[src/hw/rtl/spcs_pkg.sv]
// ----------------------------------------------------------------------------
// spcs_pkg - square pulse channel shared definitions
// Event codes, register indexes, field widths and the duty pattern table.
// ----------------------------------------------------------------------------
package spcs_pkg;

   // Field widths
   localparam int OP_W       = 3;
   localparam int LEN_IN_W   = 7;
   localparam int PERIOD_W   = 11;
   localparam int PCOUNT_W   = 12;
   localparam int VOL_W      = 4;
   localparam int PACE_W     = 3;
   localparam int SCOUNT_W   = 4;
   localparam int DUTY_W     = 3;
   localparam int CSR_IDX_W  = 3;
   localparam int CSR_DATA_W = 11;

   // Defaults for the top-level parameters
   localparam int HAS_SWEEP_DEF  = 1;
   localparam int LENGTH_MAX_DEF = 64;

   // Fixed constants
   localparam logic [PCOUNT_W-1:0] PERIOD_LIMIT      = 12'd2048;
   localparam logic [VOL_W-1:0]    VOLUME_TOP        = 4'd15;
   localparam logic [SCOUNT_W-1:0] SWEEP_IDLE_RELOAD = 4'd8;
   localparam logic [DUTY_W-1:0]   DUTY_MSB          = 3'd7;

   // Event codes
   localparam logic [OP_W-1:0] OP_TRIGGER     = 3'd0;
   localparam logic [OP_W-1:0] OP_TIMER_STEP  = 3'd1;
   localparam logic [OP_W-1:0] OP_LENGTH_CLK  = 3'd2;
   localparam logic [OP_W-1:0] OP_ENV_CLK     = 3'd3;
   localparam logic [OP_W-1:0] OP_SWEEP_CLK   = 3'd4;
   localparam logic [OP_W-1:0] OP_LENGTH_LOAD = 3'd5;

   // Register indexes
   localparam logic [CSR_IDX_W-1:0] REG_PERIOD       = 3'd0;
   localparam logic [CSR_IDX_W-1:0] REG_DUTY_SELECT  = 3'd1;
   localparam logic [CSR_IDX_W-1:0] REG_INIT_VOLUME  = 3'd2;
   localparam logic [CSR_IDX_W-1:0] REG_ENV_PACE     = 3'd3;
   localparam logic [CSR_IDX_W-1:0] REG_SWEEP_PACE   = 3'd4;
   localparam logic [CSR_IDX_W-1:0] REG_SWEEP_SHIFT  = 3'd5;
   localparam logic [CSR_IDX_W-1:0] REG_MODE_FLAGS   = 3'd6;

   // Mode flag bit positions
   localparam int MODE_ENV_UP     = 0;
   localparam int MODE_SWEEP_DOWN = 1;
   localparam int MODE_LEN_EN     = 2;
   localparam int MODE_DAC_ON     = 3;

   // Duty waveform, bit 7 is played first
   function automatic logic [7:0] duty_pattern(input logic [1:0] sel);
      logic [7:0] pat;
      case (sel)
         2'd0:    pat = 8'h01;
         2'd1:    pat = 8'h03;
         2'd2:    pat = 8'h0F;
         2'd3:    pat = 8'hFC;
         default: pat = 8'h01;
      endcase
      return pat;
   endfunction

   // Sweep target: shadow +/- (shadow >> shift); bit 11 flags overflow
   function automatic logic [PCOUNT_W-1:0] sweep_calc(input logic [PERIOD_W-1:0] shadow,
                                                      input logic [PACE_W-1:0]   shift,
                                                      input logic                down);
      logic [PCOUNT_W-1:0] base;
      logic [PCOUNT_W-1:0] off;
      base = {1'b0, shadow};
      off  = base >> shift;
      return down ? (base - off) : (base + off);
   endfunction

endpackage

[src/hw/rtl/square_pulse_channel_with_sweep_top.sv]
// Path: a transfer accepted on the request side passes through the input register,
//   then the result register, before it shows up on the response side.
// Throughput: one event per cycle while rsp_stall is low; the channel state updates
//   in one pass between the input register and the result register.
// Reset: synchronous, active high; clears all channel state, the config
//   registers and both pipeline valids. No clearing pass is needed.
// ----------------------------------------------------------------------------
// square_pulse_channel_with_sweep_top - pulse sound channel with sweep
// Handles trigger, timer, length, envelope, sweep and length-load events and
// returns one sample/status transfer per event.
// ----------------------------------------------------------------------------
module square_pulse_channel_with_sweep_top #(
   parameter int HAS_SWEEP  = spcs_pkg::HAS_SWEEP_DEF,
   parameter int LENGTH_MAX = spcs_pkg::LENGTH_MAX_DEF
) (
   input  logic                              clock,
   input  logic                              reset,
   // configuration write port
   input  logic                              csr_wr_en,
   input  logic [spcs_pkg::CSR_IDX_W-1:0]    csr_index,
   input  logic [spcs_pkg::CSR_DATA_W-1:0]   csr_wdata,
   // event input
   input  logic                              req_valid,
   output logic                              req_stall,
   input  logic [spcs_pkg::OP_W-1:0]         req_op,
   input  logic [spcs_pkg::LEN_IN_W-1:0]     req_length_value,
   // result output
   output logic                              rsp_valid,
   input  logic                              rsp_stall,
   output logic [spcs_pkg::VOL_W-1:0]        rsp_sample_level,
   output logic                              rsp_channel_on,
   output logic [spcs_pkg::PERIOD_W-1:0]     rsp_current_period
);

   // length counter holds up to LENGTH_MAX and any 7-bit load value
   localparam int LEN_BITS = $clog2(LENGTH_MAX + 1);
   localparam int LEN_W    = (LEN_BITS > spcs_pkg::LEN_IN_W) ? LEN_BITS : spcs_pkg::LEN_IN_W;

   // ---------------- configuration registers ----------------
   logic [1:0]                     duty_select_ff;
   logic [spcs_pkg::VOL_W-1:0]     initial_volume_ff;
   logic [spcs_pkg::PACE_W-1:0]    envelope_pace_ff;
   logic [spcs_pkg::PACE_W-1:0]    sweep_pace_ff;
   logic [spcs_pkg::PACE_W-1:0]    sweep_shift_ff;
   logic [3:0]                     mode_flags_ff;

   // ---------------- channel state ----------------
   logic                           channel_enabled_ff, channel_enabled_in;
   logic [LEN_W-1:0]               length_count_ff, length_count_in;
   logic [spcs_pkg::PCOUNT_W-1:0]  period_count_ff, period_count_in;
   logic [spcs_pkg::DUTY_W-1:0]    duty_step_ff, duty_step_in;
   logic [spcs_pkg::PACE_W-1:0]    envelope_count_ff, envelope_count_in;
   logic [spcs_pkg::VOL_W-1:0]     volume_now_ff, volume_now_in;
   logic [spcs_pkg::PERIOD_W-1:0]  working_period_ff, working_period_in;
   logic [spcs_pkg::PERIOD_W-1:0]  sweep_shadow_ff, sweep_shadow_in;
   logic [spcs_pkg::SCOUNT_W-1:0]  sweep_count_ff, sweep_count_in;
   logic                           sweep_active_ff, sweep_active_in;

   // ---------------- pipeline registers ----------------
   logic                           s1_valid_ff;
   logic [spcs_pkg::OP_W-1:0]      s1_op_ff;
   logic [spcs_pkg::LEN_IN_W-1:0]  s1_length_value_ff;
   logic                           rsp_valid_ff;
   logic [spcs_pkg::VOL_W-1:0]     rsp_level_ff, rsp_level_in;
   logic                           rsp_on_ff;
   logic [spcs_pkg::PERIOD_W-1:0]  rsp_period_ff;

   // ---------------- working signals ----------------
   logic                           out_free;
   logic                           s1_adv;
   logic                           dac_on;
   logic                           has_sweep;
   logic [spcs_pkg::PCOUNT_W-1:0]  reload_val;
   logic [spcs_pkg::PERIOD_W-1:0]  sweep_src;
   logic [spcs_pkg::PCOUNT_W-1:0]  sweep_next1;
   logic [spcs_pkg::PCOUNT_W-1:0]  sweep_next2;
   logic [spcs_pkg::SCOUNT_W-1:0]  sweep_reload;
   logic [spcs_pkg::SCOUNT_W-1:0]  sweep_dec;
   logic [spcs_pkg::PACE_W-1:0]    env_dec;
   logic [LEN_W-1:0]               length_dec;
   logic [7:0]                     duty_bits;

   // Handshake: output register frees when empty or being taken
   assign out_free  = !rsp_valid_ff || !rsp_stall;
   assign s1_adv    = s1_valid_ff && out_free;
   assign req_stall = s1_valid_ff && !out_free;

   assign dac_on     = mode_flags_ff[spcs_pkg::MODE_DAC_ON];
   assign has_sweep  = (HAS_SWEEP != 0);
   assign reload_val = spcs_pkg::PERIOD_LIMIT - {1'b0, working_period_ff};

   // Sweep target checks: trigger checks the working period, a sweep clock
   // checks the shadow, then the freshly written period once more
   assign sweep_src   = (s1_op_ff == spcs_pkg::OP_TRIGGER) ? working_period_ff
                                                           : sweep_shadow_ff;
   assign sweep_next1 = spcs_pkg::sweep_calc(sweep_src, sweep_shift_ff,
                                             mode_flags_ff[spcs_pkg::MODE_SWEEP_DOWN]);
   assign sweep_next2 = spcs_pkg::sweep_calc(sweep_next1[spcs_pkg::PERIOD_W-1:0],
                                             sweep_shift_ff,
                                             mode_flags_ff[spcs_pkg::MODE_SWEEP_DOWN]);
   assign sweep_reload = (sweep_pace_ff != '0) ? spcs_pkg::SCOUNT_W'(sweep_pace_ff)
                                               : spcs_pkg::SWEEP_IDLE_RELOAD;
   assign sweep_dec  = (sweep_count_ff != '0) ? (sweep_count_ff - 1'b1) : sweep_count_ff;
   assign env_dec    = (envelope_count_ff != '0) ? (envelope_count_ff - 1'b1)
                                                 : envelope_count_ff;
   assign length_dec = length_count_ff - 1'b1;
   assign duty_bits  = spcs_pkg::duty_pattern(duty_select_ff);

   // Event processing: next state and result level
   always_comb begin
      channel_enabled_in = channel_enabled_ff;
      length_count_in    = length_count_ff;
      period_count_in    = period_count_ff;
      duty_step_in       = duty_step_ff;
      envelope_count_in  = envelope_count_ff;
      volume_now_in      = volume_now_ff;
      working_period_in  = working_period_ff;
      sweep_shadow_in    = sweep_shadow_ff;
      sweep_count_in     = sweep_count_ff;
      sweep_active_in    = sweep_active_ff;
      rsp_level_in       = '0;

      if (s1_adv) begin
         case (s1_op_ff)
            spcs_pkg::OP_TRIGGER: begin
               channel_enabled_in = dac_on;
               if (length_count_ff == '0) begin
                  length_count_in = LEN_W'(LENGTH_MAX);
               end
               period_count_in   = reload_val;
               envelope_count_in = envelope_pace_ff;
               volume_now_in     = initial_volume_ff;
               if (has_sweep) begin
                  sweep_shadow_in = working_period_ff;
                  sweep_count_in  = sweep_reload;
                  sweep_active_in = (sweep_pace_ff != '0) || (sweep_shift_ff != '0);
                  if ((sweep_shift_ff != '0) && sweep_next1[spcs_pkg::PERIOD_W]) begin
                     channel_enabled_in = 1'b0;
                  end
               end
            end
            spcs_pkg::OP_TIMER_STEP: begin
               if (channel_enabled_ff && dac_on) begin
                  if (period_count_ff <= spcs_pkg::PCOUNT_W'(1)) begin
                     period_count_in = reload_val;
                     duty_step_in    = duty_step_ff + 1'b1;
                  end else begin
                     period_count_in = period_count_ff - 1'b1;
                  end
                  if (duty_bits[spcs_pkg::DUTY_MSB - duty_step_in]) begin
                     rsp_level_in = volume_now_ff;
                  end
               end
            end
            spcs_pkg::OP_LENGTH_CLK: begin
               if (mode_flags_ff[spcs_pkg::MODE_LEN_EN] && (length_count_ff != '0)) begin
                  length_count_in = length_dec;
                  if (length_dec == '0) begin
                     channel_enabled_in = 1'b0;
                  end
               end
            end
            spcs_pkg::OP_ENV_CLK: begin
               if (envelope_pace_ff != '0) begin
                  envelope_count_in = env_dec;
                  if (env_dec == '0) begin
                     envelope_count_in = envelope_pace_ff;
                     if (mode_flags_ff[spcs_pkg::MODE_ENV_UP]) begin
                        if (volume_now_ff < spcs_pkg::VOLUME_TOP) begin
                           volume_now_in = volume_now_ff + 1'b1;
                        end
                     end else if (volume_now_ff != '0) begin
                        volume_now_in = volume_now_ff - 1'b1;
                     end
                  end
               end
            end
            spcs_pkg::OP_SWEEP_CLK: begin
               if (has_sweep) begin
                  sweep_count_in = sweep_dec;
                  if (sweep_dec == '0) begin
                     sweep_count_in = sweep_reload;
                     if (sweep_active_ff && (sweep_pace_ff != '0)) begin
                        if (sweep_next1[spcs_pkg::PERIOD_W]) begin
                           channel_enabled_in = 1'b0;
                        end else if (sweep_shift_ff != '0) begin
                           working_period_in = sweep_next1[spcs_pkg::PERIOD_W-1:0];
                           sweep_shadow_in   = sweep_next1[spcs_pkg::PERIOD_W-1:0];
                           if (sweep_next2[spcs_pkg::PERIOD_W]) begin
                              channel_enabled_in = 1'b0;
                           end
                        end
                     end
                  end
               end
            end
            spcs_pkg::OP_LENGTH_LOAD: begin
               length_count_in = LEN_W'(s1_length_value_ff);
            end
            default: begin
            end
         endcase
      end

      // period register write copies straight into the working period
      if (csr_wr_en && (csr_index == spcs_pkg::REG_PERIOD)) begin
         working_period_in = csr_wdata;
      end
   end

   // Configuration registers
   always_ff @(posedge clock) begin
      if (reset) begin
         duty_select_ff    <= '0;
         initial_volume_ff <= '0;
         envelope_pace_ff  <= '0;
         sweep_pace_ff     <= '0;
         sweep_shift_ff    <= '0;
         mode_flags_ff     <= '0;
      end else if (csr_wr_en) begin
         case (csr_index)
            spcs_pkg::REG_DUTY_SELECT: duty_select_ff    <= csr_wdata[1:0];
            spcs_pkg::REG_INIT_VOLUME: initial_volume_ff <= csr_wdata[spcs_pkg::VOL_W-1:0];
            spcs_pkg::REG_ENV_PACE:    envelope_pace_ff  <= csr_wdata[spcs_pkg::PACE_W-1:0];
            spcs_pkg::REG_SWEEP_PACE:  sweep_pace_ff     <= csr_wdata[spcs_pkg::PACE_W-1:0];
            spcs_pkg::REG_SWEEP_SHIFT: sweep_shift_ff    <= csr_wdata[spcs_pkg::PACE_W-1:0];
            spcs_pkg::REG_MODE_FLAGS:  mode_flags_ff     <= csr_wdata[3:0];
            default: begin
            end
         endcase
      end
   end

   // Channel state
   always_ff @(posedge clock) begin
      if (reset) begin
         channel_enabled_ff <= 1'b0;
         length_count_ff    <= '0;
         period_count_ff    <= '0;
         duty_step_ff       <= '0;
         envelope_count_ff  <= '0;
         volume_now_ff      <= '0;
         working_period_ff  <= '0;
         sweep_shadow_ff    <= '0;
         sweep_count_ff     <= '0;
         sweep_active_ff    <= 1'b0;
      end else begin
         channel_enabled_ff <= channel_enabled_in;
         length_count_ff    <= length_count_in;
         period_count_ff    <= period_count_in;
         duty_step_ff       <= duty_step_in;
         envelope_count_ff  <= envelope_count_in;
         volume_now_ff      <= volume_now_in;
         working_period_ff  <= working_period_in;
         sweep_shadow_ff    <= sweep_shadow_in;
         sweep_count_ff     <= sweep_count_in;
         sweep_active_ff    <= sweep_active_in;
      end
   end

   // Input register valid
   always_ff @(posedge clock) begin
      if (reset) begin
         s1_valid_ff <= 1'b0;
      end else if (!req_stall) begin
         s1_valid_ff <= req_valid;
      end
   end

   // Input register payload
   always_ff @(posedge clock) begin
      if (req_valid && !req_stall) begin
         s1_op_ff           <= req_op;
         s1_length_value_ff <= req_length_value;
      end
   end

   // Result register valid
   always_ff @(posedge clock) begin
      if (reset) begin
         rsp_valid_ff <= 1'b0;
      end else if (out_free) begin
         rsp_valid_ff <= s1_valid_ff;
      end
   end

   // Result register payload
   always_ff @(posedge clock) begin
      if (s1_adv) begin
         rsp_level_ff  <= rsp_level_in;
         rsp_on_ff     <= channel_enabled_in;
         rsp_period_ff <= working_period_in;
      end
   end

   assign rsp_valid          = rsp_valid_ff;
   assign rsp_sample_level   = rsp_level_ff;
   assign rsp_channel_on     = rsp_on_ff;
   assign rsp_current_period = rsp_period_ff;

   // ---------------- assertions ----------------
   a_stall_needs_item: assert property (@(posedge clock) disable iff (reset)
      req_stall |-> s1_valid_ff)
      else $error("request stalled with empty input register");

   a_advance_gives_result: assert property (@(posedge clock) disable iff (reset)
      s1_adv |=> rsp_valid_ff)
      else $error("advanced event produced no result");

   a_level_needs_on: assert property (@(posedge clock) disable iff (reset)
      (rsp_valid_ff && (rsp_level_ff != '0)) |-> rsp_on_ff)
      else $error("nonzero sample from a disabled channel");

   a_period_count_range: assert property (@(posedge clock) disable iff (reset)
      period_count_ff <= spcs_pkg::PERIOD_LIMIT)
      else $error("period countdown above limit");

endmodule
[config.mk]
export PLATFORM = sky130hd
export DESIGN_NAME = square_pulse_channel_with_sweep_top
export DESIGN_NICKNAME = d
export VERILOG_FILES = /design/src/hw/rtl/spcs_pkg.sv /design/src/hw/rtl/square_pulse_channel_with_sweep_top.sv
export SDC_FILE = /design/constraint.sdc
export NUM_CORES = 1
export LEC_CHECK = 0
export BUFFER_PORTS_ARGS = -buffer_cell sky130_fd_sc_hd__buf_4
export CAP_MARGIN = 0
export CORE_AREA = 8 8 98 167
export CTS_BUF_LIST = sky130_fd_sc_hd__clkbuf_8
export DETAILED_ROUTE_END_ITERATION = 12
export DIE_AREA = 0 0 106 175
export HOLD_SLACK_MARGIN = 0.06
export PLACE_DENSITY_LB_ADDON = 0.08
export SYNTH_ARGS = -nofsm -noshare
export SYNTH_HDL_FRONTEND = slang
export SYNTH_SLANG_ARGS = --single-unit
[constraint.sdc]
create_clock -name clock -period 10.4 [get_ports clock]
set_input_delay 1.04 -clock clock [delete_from_list [all_inputs] [get_ports clock]]
set_output_delay 1.04 -clock clock [all_outputs]
set_load 0.01 [all_outputs]
==> flow_summary.yaml, run 1 <==
hold_path:
  hp-start: "period_count_ff[11]"
  hold_class: "flip-flop to flip-flop"
detailed_routing:
  wire_per_inst_um: 19.2
  drt-pass1-iter-count: 6
  ant_nets: 0
  drc: 0
  routed_wl_um: 23400
  viasPerCell: 6.27
  vias: 7638
  first_iter_violations: 436
synthesis:
  synth_cell_type_count: 88
  synth-simple-area-share_pct: 23.1
  synth_top_family_by_area: "simple AND/OR/NAND/NOR gates"
  muxShareOfSynthArea_pct: 10.6
  ys_ff_latch: 104
  syn_area_um2: 8280
  yosysSeqAreaShare_pct: 28.3
  synthArstFlopShare_pct: 0
  synth_compound_area_share_pct: 20.9
  synth_fa_ha_area_share_pct: 5.20
  synth_xor_area_share_pct: 7.12
  avgSynthCellArea_um2: 8.05
  syn_inst: 1028
  synth-edff-count: 26
  synth_fp_nets: 1090
  synthFlopType: "dfxtp_1"
  ys_warn_count: 0
worst_setup_path:
  crit_buf_inv: 0
  critPathMaxStageDelay_ns: 0.69
  cp.required_ns: 10.52
  worstSetupStartpoint: "s1_op_ff[2]"
  crit_path_frequent_cell: "nor2_1"
  cp_max_fo: 13
  critPathTopFamily: "simple AND/OR/NAND/NOR gates"
  cp-end-kind: "flip-flop"
  start_kind: "flip-flop"
  slowest_stage: "or3_1"
  cp.arrival_ns: 9.06
  criticalPathCategory: "flip-flop to flip-flop"
  reg2reg_from: "s1_op_ff[2]"
cells_and_area:
  diodes: 0
  fin_area_um2: 8860
  nFillCells: 1355
  mostFrequentLayoutCells: "nor2_1, nand2_1, dfxtp_1"
  final_common_cell: "nor2_1"
  nets: 1096
  drive_gt1_share_pct: 10.2
  area_growth_pct: 7.03
  final_cell_count_no_fill: 1219
placement:
  placed_cell_area_um2: 8680
  routabilityCongestion: 0.953
  hpwl_um: 17800
  portBuffers: 46
  place_inst: 1203
sta:
  hold_viol: 0
  finClkSkew_ns: 0.0124
  worst_pin_slew_ns: 1.14
  period_share_pct: 85.9
  timing.fmax_mhz: 112
  slew-limit-headroom_pct: 23.6
  post-route-min-period_ns: 8.94
  rsz0062_at_grt: "false"
  slew_viol_final: 0
  setup_tns_ns: 0
  setup_viol: 0
cts:
  path_clk_slew_ns: 0.10
  clock_latency_ns: 0.37
  hold_buffers: 0
  cts_buffers: 9
  cts_max_path_buffers: 2
  cts_max_level: 3
  post-cts-setup-buffers: 0
  cts.sinks: 104
  cts_tree: "done"
  post_cts_resized: 0
  root_buffer: "clkbuf_8"
global_routing:
  grt_pass1_vias: 7531
  antenna_found_initial: 0
  grt_pass1_wl_um: 37600
  gr-total-overflow: 0
  grt_usage_pct: 25.2
  grt_max_degree: 79
power:
  irDropWorstVdd_v: 0.0000930
  fin_total_pwr_mw: 1.22
  power_density_nw_per_um2: 138
  p_leak_nw: 3.39
status:
  status: "completed"
floorplanning:
  dieArea_um2: 18600
  initial_core_util_pct: 58.5
  core_area_um2: 14200
  pin_count: 47
  die_h_um: 175
  die_x_um: 106
  num_rows: 58
job:
  maxCapViolCount: 0
[Yosys cell counts (5+ instances only)]
master,instances,share of area [%]
a21boi_0,5,0.45
nand4_1,5,0.38
nor3b_1,5,0.45
a31oi_1,13,0.98
dfxtp_1,78,19
nand2b_1,12,0.91
a22oi_1,14,1.3
o22ai_1,6,0.45
inv_1,35,1.6
and3_1,8,0.60
buf_2,10,0.60
nor2_1,139,6.3
o211ai_1,14,1.3
a21o_1,5,0.45
nand3_1,18,1.1
clkbuf_1,46,2.1
o21ai_0,52,3.1
and2_1,10,0.76
edfxtp_1,26,9.4
nand2_1,120,5.4
a211oi_1,22,2.0
xor2_1,21,2.2
xnor2_1,31,3.3
nor3_1,27,1.6
o22a_1,6,0.64
nor4_1,11,0.83
or3_1,7,0.53
ha_1,32,4.8
a41oi_1,5,0.53
mux2_2,7,0.95
a21oi_1,55,3.3
mux4_2,10,2.7
nor2b_1,19,1.4
mux2i_1,55,6.7
[worst paths after layout]
| kind | endpoint | slack [ns] | cells after the start |
|---|---|---|---|
| hold / removal | period_count_ff[11] | 0.48 | 2 |
| setup / recovery | rsp_channel_on | 1.46 | 31 |
| hold reg to reg | period_count_ff[11] | 0.48 | 2 |
| setup reg to reg | rsp_channel_on | 1.46 | 31 |
[sequential cells by signal (all words and copies together) (netlist names), 4 cells and up]
signal              cells
length_count_ff         7
s1_length_value_ff      7
initial_volume_ff       4
sweep_shadow_ff        11
volume_now_ff           4
mode_flags_ff           4
working_period_ff      11
rsp_sample_level        4
sweep_count_ff          4
rsp_current_period     11
period_count_ff        12
[per-layer routing]
| metal | vias up | routed length (µm) | track usage (%) | share of wire [%] |
|---|---|---|---|---|
| li1 | 3755 | - | - | - |
| met1 | 3604 | 8850 | 26.1 | 38 |
| met2 | 211 | 12200 | 45.2 | 52 |
| met3 | 68 | 913 | 3.17 | 3.9 |
| met4 | 0 | 1440 | 17.9 | 6.1 |
| met5 | - | 0 | 0 | 0 |
[area by class of cell]
cell class	instances	area (µm²)	area share, %
multi-input cells	825	5550	62.7
clock buffers	9	124	1.40
inverters	38	143	1.61
repair buffers	56	420	4.75
flip-flops and latches	104	2340	26.4
well taps	180	225	2.54
clock inverters	7	48.8	0.551
[power breakdown]
part	internal (mW)	switching, mW
combinational	0.219	0.335
clock	0.0871	0.141
sequential	0.425	0.0116
total	0.732	0.488
[worst min-delay path: stages (launching register included)]
cell and delay (ns):
dfxtp_1 0.34, nand2_1 0.06, a21oi_1 0.05
[metrics by stage]
step | hold WS, ns | worst slack (ns) | utilization (%)
3_3_place_gp | 0.460 | 1.75 | 61.4
6_report | 0.478 | 1.46 | 62.6
4_1_cts | 0.479 | 1.55 | 62.6
2_1_floorplan | 0.445 | 2.98 | -
3_5_place_dp | 0.465 | 1.56 | 61.4
5_1_grt | 0.511 | 0.883 | 62.6
[cell families after synthesis]
| group | Yosys count |
|---|---|
| AND/OR/NAND/NOR | 406 |
| AO/OA/AOI/OAI | 254 |
| flip-flops | 104 |
| buffers and inverters | 99 |
| multiplexers | 73 |
| XOR/XNOR | 58 |
| adder cells (fa/ha/maj) | 34 |
(Power assumes the default switching activity.)
==> inputs of run 2 (changes only) <==
--- a/config.mk
+++ b/config.mk
@@ -13,6 +13,7 @@
 export DIE_AREA = 0 0 106 175
 export HOLD_SLACK_MARGIN = 0.06
 export PLACE_DENSITY_LB_ADDON = 0.08
+export RECOVER_POWER = 25
 export SYNTH_ARGS = -nofsm -noshare
 export SYNTH_HDL_FRONTEND = slang
 export SYNTH_SLANG_ARGS = --single-unit
==> run 2 against run 1 <==
The flow now finishes with violations (capacitance limit, slew limit); worst hold slack hardly changed; final cell count stayed put; core utilization is 0.29 points lower; die area stayed put; critical path depth stayed put; via count hardly changed; first-iteration DRC count is 6.0% lower; power is 0.14% lower; sequential power hardly changed; combinational power hardly changed; largest cell class unchanged; largest power group unchanged.
==> flow_summary.yaml, run 2 (synthesis results as in run 1) <==
global_routing:
  gr-total-overflow: 0
  grt_pass1_wl_um: 37600
  grt_pass1_vias: 7531
  antenna_found_initial: 0
  grt_usage_pct: 25.2
  grt_max_degree: 79
placement:
  dp_slack_ns: 1.56
  hpwl_um: 17800
  routabilityCongestion: 0.953
  portBuffers: 46
  place_inst: 1203
floorplanning:
  core_area_um2: 14200
  pin_count: 47
  die_h_um: 175
  initial_core_util_pct: 58.5
  dieArea_um2: 18600
  num_rows: 58
  die_x_um: 106
detailed_routing:
  vias: 7639
  viasPerCell: 6.27
  wire_per_inst_um: 19.2
  ant_nets: 0
  drt-pass1-iter-count: 5
  drc: 0
  routed_wl_um: 23300
  first_iter_violations: 410
cells_and_area:
  mostFrequentLayoutCells: "nor2_1, nand2_1, dfxtp_1"
  final_cell_count_no_fill: 1219
  final_common_cell: "nor2_1"
  multi_input_area_um2: 5550
  drive_gt1_share_pct: 9.14
  diodes: 0
  largest_reg_flops: 12
  nets: 1096
  register_area_um2: 2340
  nFillCells: 1370
  area_growth_pct: 6.53
  regMostFlops: "period_count_ff"
worst_setup_path:
  worstSetupStartpoint: "s1_op_ff[1]"
  criticalPathCategory: "flip-flop to flip-flop"
  cp.arrival_ns: 9.09
  cp_max_fo: 24
  cp-end-kind: "flip-flop"
  reg2reg_from: "s1_op_ff[1]"
  critPathTopFamily: "compound AO/OA/AOI/OAI gates"
  critPathMaxStageDelay_ns: 0.94
  cp.required_ns: 10.51
  start_kind: "flip-flop"
  crit_buf_inv: 1
  slowest_stage: "a222oi_1"
cts:
  path_clk_slew_ns: 0.10
  cts_tree: "done"
  clock_latency_ns: 0.37
  cts.sinks: 104
  post_cts_resized: 0
  cts_max_path_buffers: 2
  root_buffer: "clkbuf_8"
  cts_max_level: 3
  post-cts-setup-buffers: 0
  cts_buffers: 9
  hold_buffers: 0
sta:
  finClkSkew_ns: 0.0126
  post-route-min-period_ns: 8.97
  setup_viol: 0
  slew_viol_final: 79
  timing.fmax_mhz: 111
  fin_ws_ns: 1.43
  worst_hold_slack_ns: 0.478
  rsz0062_at_grt: "false"
  period_share_pct: 86.3
  slew-limit-headroom_pct: -135
  worst_pin_slew_ns: 3.53
  hold_viol: 0
  setup_tns_ns: 0
status:
  status: "complete, but fails checks"
  violations: "capacitance limit, slew limit"
power:
  power_density_nw_per_um2: 138
  irDropWorstVdd_v: 0.0000933
  p_leak_nw: 3.34
hold_path:
  hp-start: "period_count_ff[11]"
  hold_class: "flip-flop to flip-flop"
job:
  maxCapViolCount: 1
[run 2: final cells by class]
class / instances / share of cell area (%)
Clock inverter: 7 / 0.554
Sequential cell: 104 / 26.6
Inverter: 38 / 1.62
Tap cell: 180 / 2.55
Timing Repair Buffer: 56 / 4.30
Clock buffer: 9 / 1.41
Multi-Input combinational cell: 825 / 63.0
[run 2: worst paths after layout]
path	to	slack (ns)	depth (start not counted)
worst max-delay path	channel_enabled_ff	1.43	31
worst min-delay path	period_count_ff[11]	0.48	2
worst min register to register	period_count_ff[11]	0.48	2
worst max register to register	channel_enabled_ff	1.43	31
[run 2: power by group]
group          total (mW)  leakage, nW  switching (mW)  internal (mW)
logic               0.554         2.37           0.336          0.218
clock network       0.228       0.0884           0.141         0.0871
registers           0.437        0.886          0.0116          0.425
total                1.22         3.34           0.488          0.730
[run 2: metrics by stage]
stage                     area, µm²  power (mW)  utilization (%)
final                          8820        1.22             62.3
after global routing           8820        1.29             62.3
after CTS                      8860        1.22             62.6
after detailed placement       8680       0.993             61.4
after global placement         8680       0.988             61.4
after floorplan                8280       0.852                -
[run 2: layer usage]
layer | vias to the layer above | routed length [µm] | track usage (%) | share of wire, %
met2 | 236 | 12300 | 45.2 | 52
li1 | 3752 | - | - | -
met3 | 69 | 934 | 3.17 | 4.0
met5 | - | 0 | 0 | 0
met1 | 3582 | 8680 | 26.1 | 37
met4 | 0 | 1470 | 17.9 | 6.3
[run 2: tightest hold or removal path, delay by kind of cell, from the launching register on]
| family | cells | cell delay (ns) |
|---|---|---|
| DFF | 1 | 0.34 |
| and+or+nand+nor | 1 | 0.06 |
| AOI/OAI and AO/OA | 1 | 0.05 |
